File: src/hw/rtl/qrs_sqrt.sv
`default_nettype none

// Pipelined integer square root, one root bit resolved per stage.
module qrs_sqrt #(
  parameter int IN_W   = 66,
  parameter int SIDE_W = 1
) (
  input  wire logic                clk,
  input  wire logic                rst,
  input  wire logic                en,
  input  wire logic                in_valid,
  input  wire logic [IN_W-1:0]     in_value,
  input  wire logic [SIDE_W-1:0]   in_side,
  output logic                     out_valid,
  output logic [IN_W/2-1:0]        out_root,
  output logic [SIDE_W-1:0]        out_side
);

  localparam int RTW    = IN_W / 2;
  localparam int RW     = RTW + 3;
  localparam int STAGES = RTW;

  logic              vld  [STAGES+1];
  logic [IN_W-1:0]   val  [STAGES+1];
  logic [RW-1:0]     rem  [STAGES+1];
  logic [RTW-1:0]    root [STAGES+1];
  logic [SIDE_W-1:0] side [STAGES+1];

  // Stage zero is the incoming beat with an empty remainder and root.
  assign vld[0]  = in_valid;
  assign val[0]  = in_value;
  assign rem[0]  = '0;
  assign root[0] = '0;
  assign side[0] = in_side;

  for (genvar k = 0; k < STAGES; k++) begin : g_stage
    logic [RW-1:0] rsh;
    logic [RW-1:0] trial;
    logic          take;

    // Bring down the next two radicand bits and try the next root bit.
    assign rsh   = {rem[k][RW-3:0], val[k][IN_W-1 -: 2]};
    assign trial = {{(RW-RTW-2){1'b0}}, root[k], 2'b01};
    assign take  = (rsh >= trial);

    always_ff @(posedge clk) begin
      if (rst) begin
        vld[k+1] <= 1'b0;
      end else if (en) begin
        vld[k+1] <= vld[k];
      end
    end

    always_ff @(posedge clk) begin
      if (en) begin
        val[k+1]  <= {val[k][IN_W-3:0], 2'b00};
        rem[k+1]  <= take ? (rsh - trial) : rsh;
        root[k+1] <= {root[k][RTW-2:0], take};
        side[k+1] <= side[k];
      end
    end
  end

  assign out_valid = vld[STAGES];
  assign out_root  = root[STAGES];
  assign out_side  = side[STAGES];

endmodule

`default_nettype wire

File: config.mk
export PLATFORM = sky130hd
export DESIGN_NAME = qrs_sqrt
export DESIGN_NICKNAME = d
export VERILOG_FILES = /design/src/hw/rtl/qrs_sqrt.sv
export SDC_FILE = /design/constraint.sdc
export NUM_CORES = 2
export LEC_CHECK = 0
export BUFFER_PORTS_ARGS = -buffer_cell sky130_fd_sc_hd__buf_2
export CAP_MARGIN = 10
export CORE_UTILIZATION = 30
export DETAILED_ROUTE_END_ITERATION = 8
export MAX_ROUTING_LAYER = met4
export SYNTH_ARGS = -nofsm -noshare
export SYNTH_HDL_FRONTEND = slang
export SYNTH_SLANG_ARGS = --single-unit
File: constraint.sdc
create_clock -name clk -period 4.2 [get_ports clk]
set_input_delay 0.84 -clock clk [delete_from_list [all_inputs] [get_ports clk]]
set_output_delay 0.84 -clock clk [all_outputs]
set_load 0.02 [all_outputs]
==> Implementation_results.wiki <==
{| class="wikitable"
! Metric !! Value
|-
| Global routing usage summed across all routing layers || between 10% and 20%
|-
| Root buf cell || sky130_fd_sc_hd__clkbuf_16
|-
| Clock latency on the worst-skew pair || ~0.93 ns
|-
| Mean instance size in the synthesized netlist || 12.92 µm²
|-
| Sequential cell area fraction in the yosys report || 64.58%
|-
| Share of cells above drive strength 1 || 8.613%
|-
| Endpoint arrival time on the critical path || ~4.5 ns
|-
| Async set or reset register ratio after synthesis || 0%
|-
| Main synth FF type || sky130_fd_sc_hd__edfxtp_1
|-
| Placement row count || between 200 and 250
|-
| Peak supply drop || roughly 0.33 mV
|-
| Initial core utilization || between 30% and 40%
|-
| Number of fill cells in the layout || approximately 40,000
|-
| Slew HR || 24.39%
|-
| Min-Delay Path Class || in -> reg
|-
| Drt wl/cell || 16.15 µm
|-
| Die Ht || 650.0 µm
|-
| Synthesis-to-layout area growth || 15.47%
|-
| Die Footprint || between 0.4 and 0.5 mm²
|-
| Highest metal layer with signal wires || met4
|-
| Met1 Routed Length || between 100 and 150 mm
|-
| Worst-Margin Slew || between 1 and 1.5 ns
|-
| Port Buffer Count || between 100 and 150
|-
| Kind of launch point of the worst setup path || flip-flop
|-
| Core Footprint || between 0.4 and 0.5 mm²
|-
| Standby leakage power || between 0.05 and 0.06 µW
|-
| Routed Wire Length || ~260 mm
|-
| Cell area after technology mapping || around 0.13 mm²
|-
| Number of CTS-inserted buffers || between 300 and 400
|-
| Ratio of final minimum period to clock period || around 93%
|-
| Cell type with the highest aggregate area in the netlist || sky130_fd_sc_hd__edfxtp_1
|-
| Pin count of the biggest net entering global routing || around 120
|-
| First-pass GRT wire length || 404.7 mm
|-
| Status || complete, no violations
|-
| Met3 wire length || ~11 mm
|-
| Total of flip-flops plus latches after synthesis || ~2,700
|-
| Min cycle time layout || roughly 4 ns
|-
| Areal power density over the cells || roughly 550 mW/mm²
|-
| Iteration count of the initial detailed-routing pass || 6
|-
| Setup TNS after final layout || 0 ns
|-
| CTS tree || yes
|-
| Number of global-route vias before repair || approximately 73,000
|-
| Minimum hold slack || between 0.09 and 0.1 ns
|-
| Number of cells on the worst reg-to-reg path || 10
|-
| Clock transition at the registers of the reported paths || 0.06 ns
|-
| Setup Skew || 0.08591 ns
|-
| Average via count per standard cell || 4.681
|-
| Data required time at the worst endpoint || 4.84 ns
|-
| Number of endpoints failing setup at the final stage || 0
|-
| Total of max-cap violations || 0
|-
| Top fanout value on the critical path || 12
|-
| Number of enable-type register cells in the synthesized netlist || ~2,700
|-
| Clock net sink count || 2,720
|-
| Total number of nets in the final design || ~11,000
|-
| Drt first-iter violations || about 4,900
|-
| Cell depth of the worst hold path || 1
|-
| Post-synthesis instance total || between 9,000 and 10,000
|-
| Clock Tree Buf Depth || 4
|-
| Number of hold violations in the final report || 0
|-
| GPL Wtd Cong || 0.8792
|-
| Horizontal die dimension || around 650 µm
|-
| I/O pin count || approximately 110
|-
| Category of the most critical setup path || reg -> reg
|-
| Max-slew violations || 0
|-
| Number of distinct library cells after synthesis || between 90 and 100
|-
| Upper clock frequency limit || between 0.2 and 0.3 GHz
|-
| Antenna Violating Nets Remaining || 0
|-
| CP Capture Type || flip-flop
|-
| Residual DRC count || 0
|-
| Detail Placement HPWL || around 190 mm
|-
| Largest cells by area after synthesis || sky130_fd_sc_hd__edfxtp_1, sky130_fd_sc_hd__ha_1, sky130_fd_sc_hd__xor2_1
|-
| Antenna violations before repair || 2
|-
| Via count || 74,500
|-
| Total of warnings raised by yosys || 0
|-
| Total congestion overflow after global routing || 0
|-
| Unrepaired setup endpoints after global routing || false
|-
| Net count after synthesis || 10,420
|-
| Count of H-tree levels built during CTS || 5
|-
| Post-synth top area share || between 60% and 70%
|-
| WL met2 || 125.5 mm
|}
## sequential cells by signal, indices dropped and copies added (netlist names)
name / count
vld: 32
g_stage.trial: 528
out_side: 1
val: 992
out_valid: 1
g_stage.rsh: 1101
out_root: 33
side: 32
## stage by stage
stage                     instances  setup slack [ns]  instance area (µm²)  power (µW)  utilization, %
final                         15920            0.3054               145500       80660           34.86
after global routing          15910           0.09683               145500       84940           34.86
after CTS                     15910            0.2447               145400       81750           34.86
after detailed placement      15320            0.3016               134700       53280           32.28
after global placement        15320            0.3981               134700       53160           32.28
after floorplan                9749            0.7820               126000       48030               -
## layer usage
layer	up-vias	GRT usage, %
met5	-	-
met4	0	3.708
met3	456	1.977
met2	1308	20.53
met1	35710	14.94
li1	37020	-
## logic make-up (layout without fill, tap and decap cells)
logic type | after synthesis | count (layout) | share of synthesized area [%]
AND/OR/NAND/NOR | 2461 | 2461 | 9.721
AO/OA/AOI/OAI | 2022 | 2022 | 9.915
buffers and inverters | 972 | 1637 | 2.906
flip-flops | 2720 | 2720 | 64.58
adder cells (fa/ha/maj) | 596 | 596 | 5.920
other | 1 | 5 | 0.002977
multiplexers | 106 | 106 | 0.9009
XOR/XNOR | 871 | 871 | 6.056
## layout make-up
cell class	count	area, µm²	area share, %
clock inverter	206	2391	1.644
multi-input combinational	6057	41060	28.23
inverter	766	2875	1.977
tap	5497	6878	4.728
clock buffer	368	8219	5.651
timing repair buffer	297	2673	1.837
antenna	4	10.01	0.006881
sequential	2720	81350	55.93
## cells in the final DEF, fill, tap and decap left out, types with 114 or more instances in the layout
cell type and count:
sky130_fd_sc_hd__a21o_1 270, sky130_fd_sc_hd__a21oi_1 610, sky130_fd_sc_hd__buf_4 123, sky130_fd_sc_hd__clkbuf_16 321
sky130_fd_sc_hd__edfxtp_1 2687, sky130_fd_sc_hd__ha_1 596, sky130_fd_sc_hd__inv_1 761, sky130_fd_sc_hd__nand2_1 721
sky130_fd_sc_hd__nand3_1 124, sky130_fd_sc_hd__nor2_1 525, sky130_fd_sc_hd__nor3_1 235, sky130_fd_sc_hd__nor4_1 129
sky130_fd_sc_hd__o21a_1 114, sky130_fd_sc_hd__o21ai_0 549, sky130_fd_sc_hd__xnor2_1 400, sky130_fd_sc_hd__xor2_1 471
## cell usage after synthesis, drive strengths merged (114+ instances only)
master     n
edfxtp  2687
clkbuf   186
o21ai    551
nor4     131
nor3     236
xor2     471
nor2     526
ha       596
nand2    721
nand3    126
o21a     114
a21o     270
inv      763
a21oi    615
xnor2    400
## worst max-delay path, stage by stage (launching register included)
cell	delay, ns
sky130_fd_sc_hd__edfxtp_1	0.42
sky130_fd_sc_hd__inv_1	0.07
sky130_fd_sc_hd__ha_1	0.38
sky130_fd_sc_hd__nand2_1	0.08
sky130_fd_sc_hd__nor3_1	0.49
sky130_fd_sc_hd__o21ai_0	0.42
sky130_fd_sc_hd__a2111oi_1	0.51
sky130_fd_sc_hd__nor3b_2	0.23
sky130_fd_sc_hd__or3_1	0.39
sky130_fd_sc_hd__a2111oi_0	0.51
sky130_fd_sc_hd__xor2_1	0.12
## path summary, 6_finish.rpt
| kind | slack (ns) | startpoint | to |
|---|---|---|---|
| hold / removal | 0.1 | in_value[55] | val[2169] |
| setup reg to reg | 0.31 | g_stage[28].trial[6] | g_stage[29].rsh[34] |
| setup / recovery | 0.31 | g_stage[28].trial[6] | g_stage[29].rsh[34] |
| hold reg to reg | 0.36 | val[653] | val[589] |
## timing repair
item | in CTS | in global routing
hold endpoints to repair | 16 | 0
buffers inserted | 0 | 0
gates resized for setup | 0 | 1
setup endpoints to repair | 0 | 1
hold buffers | 16 | 0
## power breakdown
group	internal (µW)	total (µW)	switching, µW
Combinational	6810	16200	9360
Clock	16600	27900	11200
Sequential	34400	36600	2240
(Power assumes the default switching activity.)
